$ cat config.mk
export PLATFORM = sky130hd
export DESIGN_NAME = sd_spi_command_engine_top
export DESIGN_NICKNAME = d
export VERILOG_FILES = /design/src/sdspi_pkg.sv /design/src/sdspi_cfg.sv /design/src/sdspi_fsm.sv /design/src/sd_spi_command_engine_top.sv
export SDC_FILE = /design/constraint.sdc
export NUM_CORES = 1
export LEC_CHECK = 0
export ABC_AREA = 1
export ABC_CLOCK_PERIOD_IN_PS = 4100
export BUFFER_PORTS_ARGS = -buffer_cell sky130_fd_sc_hd__buf_4
export CAP_MARGIN = 20
export CORE_MARGIN = 4
export CORE_UTILIZATION = 59
export CTS_CLUSTER_SIZE = 14
export DETAILED_ROUTE_END_ITERATION = 8
export PLACE_DENSITY = 0.81
export SETUP_SLACK_MARGIN = 0.5
export SLEW_MARGIN = 20
export SYNTH_ARGS = -nofsm -noshare
export SYNTH_HDL_FRONTEND = slang
export SYNTH_SLANG_ARGS = --single-unit
$ cat constraint.sdc
create_clock -name clk -period 4.1 [get_ports clk]
set_input_delay 0.41 -clock clk [delete_from_list [all_inputs] [get_ports clk]]
set_output_delay 0.41 -clock clk [all_outputs]
set_load 0.02 [all_outputs]
$ cat src/sdspi_pkg.sv
// Shared types, codes and helper functions for the SD SPI command engine.
// No dependencies; every other file in src imports this package.
`timescale 1ns / 1ps
`default_nettype none

package sdspi_pkg;

	localparam logic [1:0] MODE_REQ  = 2'd0;
	localparam logic [1:0] MODE_RX   = 2'd1;
	localparam logic [1:0] MODE_TICK = 2'd2;

	localparam logic [1:0] CFG_READY_TIMEOUT = 2'd0;
	localparam logic [1:0] CFG_RETRY_LIMIT   = 2'd1;
	localparam logic [1:0] CFG_POLL_LIMIT    = 2'd2;

	localparam logic [5:0] CMD_STOP = 6'd12;
	localparam logic [5:0] CMD_APP  = 6'd55;

	localparam logic [7:0] FILL_BYTE  = 8'hFF;
	localparam logic [7:0] START_BITS = 8'h40;
	localparam logic [7:0] CRC_POLY   = 8'h89;
	localparam logic [2:0] CRC_POS    = 3'd5;

	localparam logic [15:0] READY_TIMEOUT_RST = 16'd2000;
	localparam logic [2:0]  RETRY_LIMIT_RST   = 3'd3;
	localparam logic [7:0]  POLL_LIMIT_RST    = 8'd16;

	localparam logic KIND_TX   = 1'b0;
	localparam logic KIND_DONE = 1'b1;

	typedef enum logic [2:0] {
		PH_IDLE   = 3'd0,
		PH_READY1 = 3'd1,
		PH_SEND   = 3'd2,
		PH_STUFF  = 3'd3,
		PH_POLL   = 3'd4,
		PH_READY2 = 3'd5
	} phase_t;

	typedef struct packed {
		logic [1:0]  mode;
		logic [5:0]  cmd_index;
		logic [31:0] argument;
		logic        app_command;
		logic [7:0]  rx_byte;
	} req_t;

	typedef struct packed {
		logic       kind;
		logic [7:0] tx_byte;
		logic [7:0] r1_response;
		logic       no_response;
	} rsp_t;

	typedef struct packed {
		logic [15:0] ready_timeout_ticks;
		logic [2:0]  retry_limit;
		logic [7:0]  poll_limit;
	} cfg_t;

	function automatic logic [6:0] crc7_step(input logic [6:0] crc, input logic [7:0] b);
		logic [7:0] x;
		x = {crc, 1'b0} ^ b;
		if (x[7]) x = x ^ CRC_POLY;
		for (int i = 0; i < 7; i++) begin
			x = {x[6:0], 1'b0};
			if (x[7]) x = x ^ CRC_POLY;
		end
		return x[6:0];
	endfunction

	function automatic logic [7:0] pkt_byte(input logic [2:0] pos, input logic prefix,
		input logic [5:0] idx, input logic [31:0] arg, input logic [6:0] crc);
		logic [5:0]  cmd;
		logic [31:0] a;
		logic [7:0]  b;
		cmd = prefix ? CMD_APP : idx;
		a   = prefix ? 32'd0 : arg;
		case (pos)
			3'd0:    b = START_BITS | {2'b00, cmd};
			3'd1:    b = a[31:24];
			3'd2:    b = a[23:16];
			3'd3:    b = a[15:8];
			3'd4:    b = a[7:0];
			default: b = {crc, 1'b1};
		endcase
		return b;
	endfunction

endpackage

`default_nettype wire

$ cat src/sdspi_cfg.sv
// Configuration registers of the SD SPI command engine: timeout, retries, poll limit.
// Depends on sdspi_pkg for register indexes, reset values and cfg_t.
`timescale 1ns / 1ps
`default_nettype none

module sdspi_cfg (
	input  wire               clk,
	input  wire               arst_n,
	input  wire               cfg_write,
	input  wire [1:0]         cfg_index,
	input  wire [15:0]        cfg_data,
	output sdspi_pkg::cfg_t   cfg
);
	import sdspi_pkg::*;

	cfg_t cfg_q;

	always_ff @(posedge clk or negedge arst_n) begin
		if (!arst_n) begin
			cfg_q.ready_timeout_ticks <= READY_TIMEOUT_RST;
			cfg_q.retry_limit         <= RETRY_LIMIT_RST;
			cfg_q.poll_limit          <= POLL_LIMIT_RST;
		end else if (cfg_write) begin
			case (cfg_index)
				CFG_READY_TIMEOUT: cfg_q.ready_timeout_ticks <= cfg_data;
				CFG_RETRY_LIMIT:   cfg_q.retry_limit         <= cfg_data[2:0];
				CFG_POLL_LIMIT:    cfg_q.poll_limit          <= cfg_data[7:0];
				default: ;
			endcase
		end
	end

	assign cfg = cfg_q;

endmodule

`default_nettype wire

$ cat src/sdspi_fsm.sv
// Command sequencer: ready wait, packet send with CRC7, stuff byte, R1 poll, retry.
// Depends on sdspi_pkg for phase_t, req_t, rsp_t, cfg_t and the CRC helpers.
`timescale 1ns / 1ps
`default_nettype none

module sdspi_fsm (
	input  wire               clk,
	input  wire               arst_n,
	input  wire               en,
	input  sdspi_pkg::req_t   item,
	input  sdspi_pkg::cfg_t   cfg,
	output logic              emit,
	output sdspi_pkg::rsp_t   res
);
	import sdspi_pkg::*;

	phase_t      phase_q, phase_d;
	logic [5:0]  idx_q, idx_d;
	logic [31:0] arg_q, arg_d;
	logic        app_q, app_d;
	logic        pre_q, pre_d;
	logic [2:0]  pos_q, pos_d;
	logic [7:0]  poll_q, poll_d;
	logic [2:0]  retry_q, retry_d;
	logic [15:0] ticks_q, ticks_d;
	logic [6:0]  crc_q, crc_d;

	logic        do_pkt;
	logic        pkt_pre;
	logic [2:0]  pkt_pos;
	logic [6:0]  pkt_crc;
	logic [7:0]  pkt_b;
	logic [7:0]  poll_inc;
	logic [2:0]  retry_inc;
	logic [2:0]  lim;
	logic [5:0]  cur_cmd;

	always_ff @(posedge clk or negedge arst_n) begin
		if (!arst_n) begin
			phase_q <= PH_IDLE;
			idx_q   <= '0;
			arg_q   <= '0;
			app_q   <= 1'b0;
			pre_q   <= 1'b0;
			pos_q   <= '0;
			poll_q  <= '0;
			retry_q <= '0;
			ticks_q <= '0;
			crc_q   <= '0;
		end else if (en) begin
			phase_q <= phase_d;
			idx_q   <= idx_d;
			arg_q   <= arg_d;
			app_q   <= app_d;
			pre_q   <= pre_d;
			pos_q   <= pos_d;
			poll_q  <= poll_d;
			retry_q <= retry_d;
			ticks_q <= ticks_d;
			crc_q   <= crc_d;
		end
	end

	always_comb begin
		phase_d = phase_q;
		idx_d   = idx_q;
		arg_d   = arg_q;
		app_d   = app_q;
		pre_d   = pre_q;
		pos_d   = pos_q;
		poll_d  = poll_q;
		retry_d = retry_q;
		ticks_d = ticks_q;
		crc_d   = crc_q;
		do_pkt  = 1'b0;
		pkt_pre = pre_q;
		pkt_pos = 3'd0;
		pkt_crc = 7'd0;
		emit    = 1'b0;
		res     = '{kind: KIND_TX, tx_byte: FILL_BYTE, r1_response: 8'd0, no_response: 1'b0};

		poll_inc  = poll_q + 8'd1;
		retry_inc = retry_q + 3'd1;
		lim       = (cfg.retry_limit == 3'd0) ? 3'd1 : cfg.retry_limit;
		cur_cmd   = pre_q ? CMD_APP : idx_q;

		case (item.mode)
			MODE_TICK: begin
				if (ticks_q != 16'hFFFF) ticks_d = ticks_q + 16'd1;
			end
			MODE_REQ: begin
				if (phase_q == PH_IDLE) begin
					idx_d   = item.cmd_index;
					arg_d   = item.argument;
					app_d   = item.app_command;
					retry_d = 3'd0;
					pre_d   = 1'b0;
					if (item.cmd_index != CMD_STOP) begin
						phase_d = PH_READY1;
						ticks_d = 16'd0;
						emit    = 1'b1;
					end else begin
						do_pkt  = 1'b1;
						pkt_pre = item.app_command;
					end
				end
			end
			MODE_RX: begin
				case (phase_q)
					PH_READY1, PH_READY2: begin
						if (item.rx_byte == 8'd0 && ticks_q < cfg.ready_timeout_ticks) begin
							emit = 1'b1;
						end else begin
							do_pkt  = 1'b1;
							pkt_pre = (phase_q == PH_READY1) ? app_q : 1'b0;
						end
					end
					PH_SEND: begin
						if (pos_q < CRC_POS) begin
							do_pkt  = 1'b1;
							pkt_pre = pre_q;
							pkt_pos = pos_q + 3'd1;
							pkt_crc = crc_q;
						end else begin
							poll_d  = 8'd0;
							phase_d = (cur_cmd == CMD_STOP) ? PH_STUFF : PH_POLL;
							emit    = 1'b1;
						end
					end
					PH_STUFF: begin
						phase_d = PH_POLL;
						poll_d  = 8'd0;
						emit    = 1'b1;
					end
					PH_POLL: begin
						poll_d = poll_inc;
						if (!item.rx_byte[7] || poll_inc >= cfg.poll_limit) begin
							if (pre_q) begin
								pre_d   = 1'b0;
								phase_d = PH_READY2;
								ticks_d = 16'd0;
								emit    = 1'b1;
							end else if (item.rx_byte != FILL_BYTE) begin
								phase_d = PH_IDLE;
								emit    = 1'b1;
								res     = '{kind: KIND_DONE, tx_byte: 8'd0,
									r1_response: item.rx_byte, no_response: 1'b0};
							end else begin
								retry_d = retry_inc;
								if (retry_inc < lim) begin
									do_pkt  = 1'b1;
									pkt_pre = app_q;
								end else begin
									phase_d = PH_IDLE;
									emit    = 1'b1;
									res     = '{kind: KIND_DONE, tx_byte: 8'd0,
										r1_response: FILL_BYTE, no_response: 1'b1};
								end
							end
						end else begin
							emit = 1'b1;
						end
					end
					default: ;
				endcase
			end
			default: ;
		endcase

		pkt_b = pkt_byte(pkt_pos, pkt_pre, idx_d, arg_d, pkt_crc);
		if (do_pkt) begin
			phase_d = PH_SEND;
			pre_d   = pkt_pre;
			pos_d   = pkt_pos;
			crc_d   = (pkt_pos < CRC_POS) ? crc7_step(pkt_crc, pkt_b) : pkt_crc;
			emit    = 1'b1;
			res     = '{kind: KIND_TX, tx_byte: pkt_b, r1_response: 8'd0, no_response: 1'b0};
		end
	end

endmodule

`default_nettype wire

$ cat src/sd_spi_command_engine_top.sv
// Top level of the SD SPI command engine: input register, sequencer, result register.
// Depends on sdspi_pkg, sdspi_cfg and sdspi_fsm.
//
// Usage:
//   req channel (req_valid, req_stall, req): one item per request; mode selects a
//   command request, a byte received from the card, or one timer tick.
//   rsp channel (rsp_valid, rsp_stall, rsp): either a byte to send to the card
//   (kind 0) or the end of a command with its R1 byte (kind 1).
//   cfg_write/cfg_index/cfg_data write the timeout, retry and poll registers;
//   write them only while no command is in flight.
// Path: a request is held in the input register, the sequencer computes its result
//   combinationally, and the result register captures it on the same edge at which
//   the sequencer state updates.
// Throughput: one request per cycle while rsp_stall is low.
// Reset: arst_n clears both registers' valid flags, returns the sequencer to idle
//   and loads the register reset values (timeout 2000, retries 3, poll 16).
// Stall: while a result is held and rsp_stall is high, the input register holds
//   its request and req_stall rises until the result is taken.
`timescale 1ns / 1ps
`default_nettype none

module sd_spi_command_engine_top (
	input  wire               clk,
	input  wire               arst_n,
	input  wire               req_valid,
	output logic              req_stall,
	input  sdspi_pkg::req_t   req,
	output logic              rsp_valid,
	input  wire               rsp_stall,
	output sdspi_pkg::rsp_t   rsp,
	input  wire               cfg_write,
	input  wire [1:0]         cfg_index,
	input  wire [15:0]        cfg_data
);
	import sdspi_pkg::*;

	req_t req_s1;
	logic req_valid_s1;
	rsp_t rsp_q;
	logic rsp_valid_q;
	cfg_t cfg;
	logic advance;
	logic proc_en;
	logic fsm_emit;
	rsp_t fsm_res;

	assign advance   = !rsp_valid_q || !rsp_stall;
	assign proc_en   = req_valid_s1 && advance;
	assign req_stall = req_valid_s1 && !advance;

	always_ff @(posedge clk or negedge arst_n) begin
		if (!arst_n) begin
			req_valid_s1 <= 1'b0;
		end else if (!req_stall) begin
			req_valid_s1 <= req_valid;
		end
	end

	always_ff @(posedge clk) begin
		if (!req_stall) req_s1 <= req;
	end

	sdspi_cfg u_cfg (
		.clk       (clk),
		.arst_n    (arst_n),
		.cfg_write (cfg_write),
		.cfg_index (cfg_index),
		.cfg_data  (cfg_data),
		.cfg       (cfg)
	);

	sdspi_fsm u_fsm (
		.clk    (clk),
		.arst_n (arst_n),
		.en     (proc_en),
		.item   (req_s1),
		.cfg    (cfg),
		.emit   (fsm_emit),
		.res    (fsm_res)
	);

	always_ff @(posedge clk or negedge arst_n) begin
		if (!arst_n) begin
			rsp_valid_q <= 1'b0;
		end else if (advance) begin
			rsp_valid_q <= proc_en && fsm_emit;
		end
	end

	always_ff @(posedge clk) begin
		if (advance) rsp_q <= fsm_res;
	end

	assign rsp_valid = rsp_valid_q;
	assign rsp       = rsp_q;

endmodule

`default_nettype wire
[Word-level counts from Yosys, hierarchy flattened]
Cells that the tools add are included.
Storage, ports and cells
  bits in latches: 0
  word-level logic and storage cells: 212
  memories kept: 0
  RAM bits: 0
  bits in registers: 176
  bits in read-only memories: 0
Cells by class
  multiply operators: 0
  $lt $le $gt $ge: 5
  divide/modulo/power cells: 0
  bitwise gates (word level): 12
  reductions and logical operators: 33
  add/subtract/negate cells: 4
  shift operators: 0
  muxes and demuxes: 100
  equality and inequality tests: 34
Operator list (count)
  $mux W16: 6
  $mux W32: 3
  $mux W17: 5
  $mux W7: 11
  $mux W3: 18
  $pmux W16 S3: 1
  $pmux W8 S5: 1
  $mux W18: 2
  $mux W4: 8
  $mux W1: 29
  $mux W6: 4
  $pmux W8 S3: 1
  $add A16 B1 Y16 const B: 1
  $lt A16 B16 Y1: 1
  $ne A16 B16 Y1 const B: 1
  $not A2 Y2: 8
  $reduce_and A8 Y1: 2
  $eq A3 B2 Y1 const B: 4
  $ne A2 B1 Y1 const B: 6
  $ne A3 B1 Y1 const B: 4
  $pmux W3 S2: 2
  $pmux W1 S2: 5
  $eq A3 B3 Y1 const B: 3
  $logic_not A3 Y1: 3
  37 further kinds: 59

[Longest topological paths before layout]
Gate-level depths: netlist of run 1.
  depth in word-level cells: 36
  mapped depth: 29
  depth with buffers taken out: 29

[By module]
A second synthesis of run 1 with hierarchy kept.
Second synthesis, totals
  cells, all modules: 994
  area, all modules: 9031.2 um2
By module, submodules not included
  sdspi_fsm: cells each 796, area each 5799.3 um2, sequential area each 2001.9 um2, instances 1
  sd_spi_command_engine_top: cells each 78, area each 2103.3 um2, sequential area each 2062.0 um2, instances 1
  sdspi_cfg: cells each 120, area each 1128.6 um2, sequential area each 686.9 um2, instances 1

[Least setup slack after synthesis of run 1]
OpenSTA, ideal clock, no wires.
  kind: register to register
  from: register u_fsm.poll_q[2]
  to: register u_fsm.crc_q[4]
  slack: 0.926 ns
  data required time: 3.987 ns
  arrival time: 3.061 ns
  setup time: 0.113 ns
  cell stages (with the launch flop): 28
  period minus slack after synthesis: 3.174 ns
  path through: dfrtp_1 inv_1 nor3_1 nand3_1 nor2_1 nand2_1 xor2_1 inv_1 ha_1 a21o_1 nor2_1 nand4_1 nand3_1 nand2_1 inv_2 nand3_4 nand2_4 nand2_2 o21ai_2 nand2_1 nor2_2 nand2_1 nand2_1 nand2_1 nand3_1 nand3_1 nand2_1 inv_1
Between the ends
  word-level cells in the longest chain between the ends: 22
Ends and longest elaborated chain
  start: declaration: line sdspi_fsm.sv:23  | logic [7:0] poll_q, poll_d;
  start signal: assignment: line sdspi_fsm.sv:57  | poll_q <= poll_d;
  $add A8 B1 Y8 *: line sdspi_fsm.sv:82  | poll_inc = poll_q + 8'd1;
  $ge A8 B8 Y1 *: line sdspi_fsm.sv:137  | if (!item.rx_byte[7] || poll_inc >= cfg.poll_limit) begin
  $logic_or A1 B1 Y1 *: line sdspi_fsm.sv:137
  $mux W1: line sdspi_fsm.sv:137
  $pmux W1 S2: line sdspi_fsm.sv:109  | case (phase_q)
  $pmux W1 S2: line sdspi_fsm.sv:87  | case (item.mode)
  $mux W32 or $mux W6 (tied branches): line sdspi_pkg.sv:78, sdspi_pkg.sv:77
  $pmux W8 S5: line sdspi_pkg.sv:79  | case (pos)
  [... 6 more ...]
  $mux W4: line sdspi_pkg.sv:67  | if (x[7]) x = x ^ CRC_POLY;
  $mux W7: line sdspi_fsm.sv:171  | if (do_pkt) begin
  $mux W4 or $mux W7 (tied branches): line sdspi_pkg.sv:67, sdspi_fsm.sv:171
  $mux W7: line sdspi_fsm.sv:171
  $not A2 Y2 (no line) or $mux W7 (tied branches)
  $mux W4: line sdspi_pkg.sv:67
  $mux W7: line sdspi_fsm.sv:171
  $mux W7: line sdspi_fsm.sv:175  | crc_d = (pkt_pos < CRC_POS) ? crc7_step(pkt_crc, pkt_b) : pkt_crc;
  end signal: assignment: line sdspi_fsm.sv:60  | crc_q <= crc_d;
  end: declaration: line sdspi_fsm.sv:26  | logic [6:0] crc_q, crc_d;
Mark *: on every way between the ends. The rest lies on a longest branch, timed or not. The select of a mux whose other input is x is not followed.
A chain may end at the register's enable or synchronous reset.

[Final worst setup path of run 1]
  from: register u_fsm.poll_q[0]
  to: register u_fsm.crc_q[3]
Between the ends
  word-level cells in the longest chain between the ends: 24
Ends and longest elaborated chain (line)
  $add A8 B1 Y8 *: sdspi_fsm.sv:82
  $ge A8 B8 Y1 *: sdspi_fsm.sv:137
  $logic_or A1 B1 Y1 *: sdspi_fsm.sv:137
  $mux W1: sdspi_fsm.sv:137
  $pmux W1 S2: sdspi_fsm.sv:109
  $pmux W1 S2: sdspi_fsm.sv:87
  $mux W32 or $mux W6 (tied branches): sdspi_pkg.sv:78, sdspi_pkg.sv:77
  $pmux W8 S5: sdspi_pkg.sv:79
  [... 8 more ...]
  $mux W7 or $not A2 Y2 (tied branches)
  $mux W4: sdspi_pkg.sv:67
  $mux W7: sdspi_fsm.sv:171
  $mux W4 or $mux W7 (tied branches): sdspi_pkg.sv:67, sdspi_fsm.sv:171
  $mux W7: sdspi_fsm.sv:171
  $not A2 Y2 (no line) or $mux W7 (tied branches)
  $mux W4: sdspi_pkg.sv:67
  $mux W7: sdspi_fsm.sv:175
Marked as above.

==> implementation parameters, run 1 <==
Parameter                              Value

Drt
  Number of vias per cell    5.51
  Total DRC errors in the routed layout    0
  Final antenna-violating net count    0
  Routed wirelength normalized by instance count    15.8 um
  Routed vias    7086
  Routed Wire Length    slightly above 20000 um
  Number of DRC markers in iteration 0    648
  First-pass detailed-route iteration total    5

Floorplan
  Area of the core    14700 um^2
  Initial core utilization    0.607
  DIE HEIGHT    131 um
  Count of standard-cell rows    44
  Number of ports placed on the die boundary    92
  Width of the chip    131 um
  Total Die Area    about 17000 um^2

Worst setup path
  Data required, critical path    around 4.5 ns
  Crit start category    flip-flop
  Slowest library cell on the worst path    dfrtp_1
  Classification of the worst setup path    flip-flop to flip-flop
  CP Capture Type    flip-flop
  Register-to-Register Path Depth    27
  Worst EP arrival    between 3 and 4 ns
  Reg-to-reg setup timing slack    0.59 ns
  Delay of the slowest cell on the worst path    between 0.3 and 0.4 ns
  Highest fanout seen on the critical path    5
  Most prevalent standard cell on the critical path    nand2_1

Synthesis
  Synthesized flop and latch total    176
  Number of flops mapped to enable cells by yosys    67
  Synthesized area per cell    9.14 um^2
  Async set-or-reset flop fraction in the synthesized netlist    0.619
  Cell area after synthesis    8930 um^2
  Net count after synthesis    1078
  Count of synthesis-stage warnings from yosys    0
  Number of distinct standard cells referenced by the synthesized netlist    58
  Post-synth top flop    dfrtp_1
  Instance count of the mapped netlist    977
  Proportion of synthesized chip area in sequential cells    0.532

Timing
  Worst Skew    0.00855 ns
  Worst slew margin relative to its limit    0.307
  Final total negative setup slack    0 ns
  Post-layout worst setup margin    0.595 ns
  Achievable frequency    285 MHz
  Total count of hold-check failures in the final report    0
  Finish-stage setup viols    0
  Minimum clock period    about 3.5 ns
  Slew of the pin with the lowest slew margin    1.04 ns
  Fin. max-slew vios    0
  Share of the clock period used by the worst path after layout    0.855
  RSZ-0062 raised after global routing    yes

Pwr
  Portion of total power attributed to the clock network    0.254
  Power density over the cells    ~600 nW/um^2
  Combinational Power Share    0.341
  Cell Int Power    0.00402 W
  Leakage power of the design    5.15 nW
  Net load switching power    0.00246 W
  Max IR drop VDD    0.000612 V
  Switching share of power    0.380
  Fraction of power consumed by sequential logic    0.405
  Total power draw    about 0.0065 W

Global routing
  Wire length of the first global-routing pass    32700 um
  Antenna violations before repair    0
  Overflow left after global routing    0
  Global router's overall resource usage    0.245
  Maximum number of pins on one net before global-route repair    50
  Number of global-route vias before repair    around 6800

Finish
  Count of nets after finishing    1191
  Share of final-layout standard cells stronger than drive strength 1    0.247
  Leading cell types in the layout, fill and taps excluded    nand2_1, inv_1, buf_4
  Core Util, Final    0.728
  Number of inserted diodes    0
  Most common cell after layout, fill and taps aside    nand2_1
  Layout-stage area growth over the synthesis result    19.9%

Place
  Sum of net half-perimeters after detailed placement    14200 um
  Post-placement setup slack    0.438 ns
  Final weighted congestion in routability-driven placement    0.938
  IO Port Bufs    91

Clocking
  Clock buffers created by TritonCTS    17
  Clock transition at the register clock pins on the worst setup and hold paths after CTS    0.08 ns
  CTS root buffer    clkbuf_16
  Total number of clock tree sinks    176
  Worst-skew pair later-pin latency    0.44 ns
  Htree depth    4
  TritonCTS clock tree    yes
  CTS Buffer Depth    2

Min path
  Tightest Hold Check Type    primary input to flip-flop
  Worst hold path cell count    1

Flow run
  Max Cap Violations    0

Run status
  Result of the run    completed
-- power by group through the flow --
stage          registers, W  logic, W  clock network (W)
2_1_floorplan       0.00263   0.00139                  0
3_3_place_gp        0.00262   0.00190                  0
3_5_place_dp        0.00263   0.00196                  0
4_1_cts             0.00261   0.00199            0.00165
5_1_grt             0.00267   0.00247            0.00174
6_report            0.00262   0.00221            0.00164
-- Yosys cell counts (3+ instances only) --
cell / n / area share
mux2_2: 22 / 0.028
nor2_4: 6 / 0.0076
o21ai_1: 8 / 0.0045
a31oi_1: 4 / 0.0028
edfxtp_1: 67 / 0.23
dfstp_2: 9 / 0.026
o211ai_1: 3 / 0.0025
nand4_1: 16 / 0.011
o21ai_2: 4 / 0.0039
inv_1: 134 / 0.056
nand3_2: 3 / 0.0034
nor3_1: 10 / 0.0056
a21oi_1: 39 / 0.022
a22o_1: 4 / 0.0039
nor2_1: 76 / 0.032
o22ai_1: 5 / 0.0035
buf_2: 4 / 0.0022
dfrtp_1: 100 / 0.28
xor2_1: 9 / 0.0088
nand2_4: 4 / 0.0050
ha_1: 29 / 0.041
inv_2: 16 / 0.0067
clkbuf_1: 9 / 0.0038
nand2_1: 214 / 0.090
nand3_1: 49 / 0.027
buf_1: 3 / 0.0013
nor2_2: 5 / 0.0035
nand2_2: 6 / 0.0042
o21ai_0: 81 / 0.045
nor4_1: 3 / 0.0021
-- area by class of cell --
class | instances | area, um^2
clock inverter | 15 | 183
fill | 1086 | 4000
timing repair buffer | 111 | 840
multi-input combinational | 631 | 3700
sequential | 176 | 4750
inverter | 153 | 576
clock buffer | 17 | 425
tap | 184 | 230
-- cell families (layout without fill, tap and decap cells) --
kind of cell               Yosys count  count (layout)  share of synthesized area
buffers and inverters              170             296                     0.0726
adders and majority gates           29              29                     0.0407
muxes                               22              22                     0.0278
and+or+nand+nor                    410             410                      0.215
xor gates and xnor gates            10              10                    0.00981
DFF                                176             176                      0.532
AOI/OAI and AO/OA                  160             160                      0.102
-- what timing repair did --
action	in CTS	in global routing
hold endpoints to repair	6	0
hold buffers	1	0
gates resized for setup	2	44
setup buffers	0	13
pin swaps	0	20
setup endpoints to repair	9	28
-- per-layer routing --
layer,wire (um),global-route usage
met5,0,0
met4,362,0.0853
met1,9240,0.351
met2,9470,0.377
met3,1270,0.0476
-- registers in the layout (all words and copies together), names as in the netlist --
register and flops:
req_s1 49, req_valid_s1 1, rsp 18, rsp_valid 1, u_cfg.cfg 27, u_fsm.app_q 1
u_fsm.arg_q 32, u_fsm.crc_q 7, u_fsm.idx_q 6, u_fsm.phase_q 3, u_fsm.poll_q 8, u_fsm.pos_q 3
u_fsm.pre_q 1, u_fsm.retry_q 3, u_fsm.ticks_q 16
-- per-stage QoR --
step / area, um^2 / hold WS [ns] / cells
3_5_place_dp: 9810 / 0.465 / 1241
6_report: 10700 / 0.138 / 1287
4_1_cts: 10400 / 0.127 / 1274
3_3_place_gp: 9810 / 0.458 / 1241
5_1_grt: 10700 / 0.117 / 1287
2_1_floorplan: 8930 / 0.114 / 977
-- worst max-delay path, delay by kind of cell (launching register included) --
family	cells	cell delay, ns
buffers and inverters	4	0.38
DFF	1	0.39
adders and majority gates	1	0.27
xor gates and xnor gates	1	0.18
and+or+nand+nor	20	2.06
AOI/OAI and AO/OA	1	0.14
-- path summary, 6_finish.rpt --
check	startpoint	end
max	u_fsm.poll_q[0]	u_fsm.crc_q[3]
min reg2reg	req_s1[30]	u_fsm.arg_q[21]
max in group asynchronous	arst_n	u_cfg.cfg[4]
min	req[21]	req_s1[21]
max reg2reg	u_fsm.poll_q[0]	u_fsm.crc_q[3]
min in group asynchronous	arst_n	u_fsm.ticks_q[6]
Note: power is estimated with default switching activity, not from simulation.
==> run 2: changes to the inputs <==
- BUFFER_PORTS_ARGS: -buffer_cell sky130_fd_sc_hd__buf_4 -> -buffer_cell sky130_fd_sc_hd__buf_2
- CELL_PAD_IN_SITES_DETAIL_PLACEMENT: not set -> 0
- CELL_PAD_IN_SITES_GLOBAL_PLACEMENT: not set -> 1
- CORE_UTILIZATION: 59 -> 46
- PLACE_DENSITY: 0.81 -> 0.82
- SYNTH_HIERARCHICAL: not set -> 1
==> run 2 against run 1 <==
Against the previous run:
- synthesized cell count up 1.7%
- via count decreased by 2.2%
- die area rose by 28%
- clock power is essentially flat
- setup slack improved by 0.15 ns
- largest cell class unchanged
==> implementation parameters, run 2 <==
Parameter                              Value

Timing
  Total count of hold-check failures in the final report    0
  Fin. max-slew vios    0
  Worst Skew    0.00964 ns
  Minimum clock period    between 3 and 4 ns
  Post-layout worst setup margin    0.740 ns
  Slew of the pin with the lowest slew margin    0.870 ns
  Share of the clock period used by the worst path after layout    0.820
  Worst slew margin relative to its limit    0.418
  RSZ-0062 raised after global routing    no
  Final total negative setup slack    0 ns
  Achievable frequency    298 MHz
  Finish-stage setup viols    0

Clocking
  Clock buffers created by TritonCTS    17
  TritonCTS clock tree    yes
  Worst-skew pair later-pin latency    0.44 ns
  CTS root buffer    clkbuf_16
  CTS Buffer Depth    2
  Total number of clock tree sinks    about 180
  Number of hold buffers added after CTS    0
  Clock transition at the register clock pins on the worst setup and hold paths after CTS    0.08 ns
  Htree depth    4

Flow run
  Max Cap Violations    0

Place
  Sum of net half-perimeters after detailed placement    14200 um
  IO Port Bufs    91
  Cell count after placement    1334
  Area of placed instances    9790 um^2
  Final weighted congestion in routability-driven placement    approximately 0.85
  Post-placement setup slack    0.507 ns

Synthesis
  Synthesized area per cell    9.09 um^2
  Most used standard cells in the synthesized netlist    nand2_1, inv_1, dfrtp_1
  Most used standard cell by instance count after synthesis    nand2_1
  Count of synthesis-stage warnings from yosys    6
  Dominant cell type by area after synthesis    dfrtp_1
  Async set-or-reset flop fraction in the synthesized netlist    0.619
  Number of distinct standard cells referenced by the synthesized netlist    54
  Net count after synthesis    around 1100
  Cell area after synthesis    roughly 9000 um^2
  Proportion of synthesized chip area in sequential cells    0.526
  Number of flops mapped to enable cells by yosys    67
  Synthesized flop and latch total    between 150 and 200
  Instance count of the mapped netlist    994
  Top-area cell type share of the netlist area    0.277
  Post-synth top flop    dfrtp_1
  Dominant cells by area after synthesis    dfrtp_1, edfxtp_1, nand2_1, inv_1, ha_1

Run status
  Result of the run    completed

Finish
  Count of nets after finishing    1205
  Layout-stage area growth over the synthesis result    17.2%
  Number of flip-flops in the largest register    49
  Most flop-heavy register    req_s1
  Number of non-filler instances in the completed layout    1374
  Most common cell after layout, fill and taps aside    nand2_1
  Final-layout fill cell count    1719
  Summed area of non-filler cells in the final layout    between 10000 and 15000 um^2
  Share of final-layout standard cells stronger than drive strength 1    0.228
  Number of inserted diodes    0
  Leading cell types in the layout, fill and taps excluded    nand2_1, inv_1, dfrtp_1

Floorplan
  Area of the core    19000 um^2
  Count of standard-cell rows    50
  Initial core utilization    0.475
  Total Die Area    approximately 22000 um^2
  DIE HEIGHT    approximately 150 um
  Width of the chip    148 um
  Number of ports placed on the die boundary    92

Worst setup path
  Data required, critical path    4.44 ns
  Classification of the worst setup path    flip-flop to flip-flop
  Crit start category    flip-flop
  CP Capture Type    flip-flop
  Critical register-to-register path startpoint    u_fsm/poll_q[0]
  Highest fanout seen on the critical path    5
  Critical path origin    u_fsm/poll_q[0]
  Worst EP arrival    3.70 ns

Drt
  First-pass detailed-route iteration total    6
  Total DRC errors in the routed layout    0
  Routed Wire Length    roughly 20000 um
  Routed wirelength normalized by instance count    about 14 um
  Number of DRC markers in iteration 0    511
  Routed vias    6932
  Number of vias per cell    a little over 5
  Final antenna-violating net count    0

Global routing
  Overflow left after global routing    0
  Global router's overall resource usage    0.183
  Wire length of the first global-routing pass    32300 um
  Antenna violations before repair    0
  Number of global-route vias before repair    6453
  Maximum number of pins on one net before global-route repair    110

Pwr
  Portion of total power attributed to the clock network    0.262
  Leakage power of the design    approximately 5.1 nW
  Power density over the cells    597 nW/um^2
  Combinational Power Share    0.327
  Fraction of power consumed by sequential logic    0.411
  Switching share of power    0.381
  Net load switching power    0.00241 W
  Max IR drop VDD    ~0.00036 V
  Cell Int Power    0.00392 W

Min path
  Tightest Hold Check Type    primary input to asynchronous set/reset pin
[run 2: cell types whose count changed after synthesis, sizes merged, moves of 3 or more]
cell   change
nand2     +30
o21ai     -25
nand3     +24
nor2      -10
mux2       -6
nand4      +6
a21oi      -4
a22o       -4
o21a       +4
ha         +3
or2        -3
xor2       -3
[run 2: metrics by stage]
step / total power, W / hold slack (ns) / util
detailed placement: 0.00457 / 0.441 / 0.515
floorplan: 0.00403 / 0.114 / -
finish: 0.00632 / 0.00820 / 0.557
CTS: 0.00624 / 0.0787 / 0.548
global route: 0.00675 / 0.108 / 0.557
global placement: 0.00453 / 0.436 / 0.515
[run 2: per-layer routing]
metal	track usage	vias to the layer above	share of wire
met2	0.267	192	0.43
met3	0.0344	15	0.049
met5	0	-	0
li1	-	3519	-
met4	0.0448	0	0.0097
met1	0.282	3206	0.51
[run 2: power by group through the flow]
| stage | registers (W) | logic, W | clock network (W) |
|---|---|---|---|
| after global placement | 0.00262 | 0.00191 | 0 |
| after floorplan | 0.00264 | 0.00139 | 0 |
| after detailed placement | 0.00263 | 0.00194 | 0 |
| after CTS | 0.00260 | 0.00195 | 0.00169 |
| after global routing | 0.00265 | 0.00233 | 0.00177 |
| final | 0.00260 | 0.00207 | 0.00166 |
[run 2: final timing paths]
path | slack, ns | cells past startpoint | end
min in group clk | 0.14 | 1 | req_s1[29]
worst min register to register | 0.46 | 2 | u_cfg/cfg[4]
max in group asynchronous | 3.57 | 2 | u_fsm/crc_q[3]
worst max register to register | 0.74 | 23 | u_fsm/crc_q[5]
worst max-delay path | 0.74 | 23 | u_fsm/crc_q[5]
worst min-delay path | 0.008 | 2 | u_cfg/cfg[23]
[run 2: cell type report]
type	instances	area [um^2]	share of cell area
Timing Repair Buffer	105	576	0.0544
Multi-Input combinational cell	649	3730	0.352
Clock buffer	17	425	0.0402
Inverter	152	577	0.0545
Sequential cell	176	4750	0.449
Tap cell	260	325	0.0307
Clock inverter	15	205	0.0194
[run 2: repair_timing]
item	in CTS	in global routing
setup buffers	0	7
resized for setup	1	26
endpoints found under the setup margin	2	17
gates cloned	0	1
pin swaps	0	8
[run 2: cells by family after synthesis]
logic type / count (synthesis) / synth area share
DFF: 176 / 0.526
muxes: 16 / 0.0199
AOI/OAI and AO/OA: 141 / 0.0959
buffers and inverters: 170 / 0.0744
xor gates and xnor gates: 6 / 0.00790
adders and majority gates: 32 / 0.0443
and+or+nand+nor: 453 / 0.232
[run 2: worst max-delay path, cell delays in order (launching register included)]
cell and delay, ns:
dfrtp_1 0.41, nand3_1 0.17, nor3_2 0.19, nand2_1 0.09
xor2_1 0.17, inv_1 0.07, ha_1 0.29, a21o_1 0.18
nor2_1 0.10, nand4_1 0.15, nand2_1 0.15, nand2_1 0.07
nand2_2 0.08, nand3_4 0.12, a21boi_4 0.21, nand2_1 0.16
nand2_1 0.11, nand2_1 0.06, nand2_1 0.10, nand3_1 0.13
nand3_1 0.10, nand3_1 0.06, nand2_1 0.06, inv_1 0.03
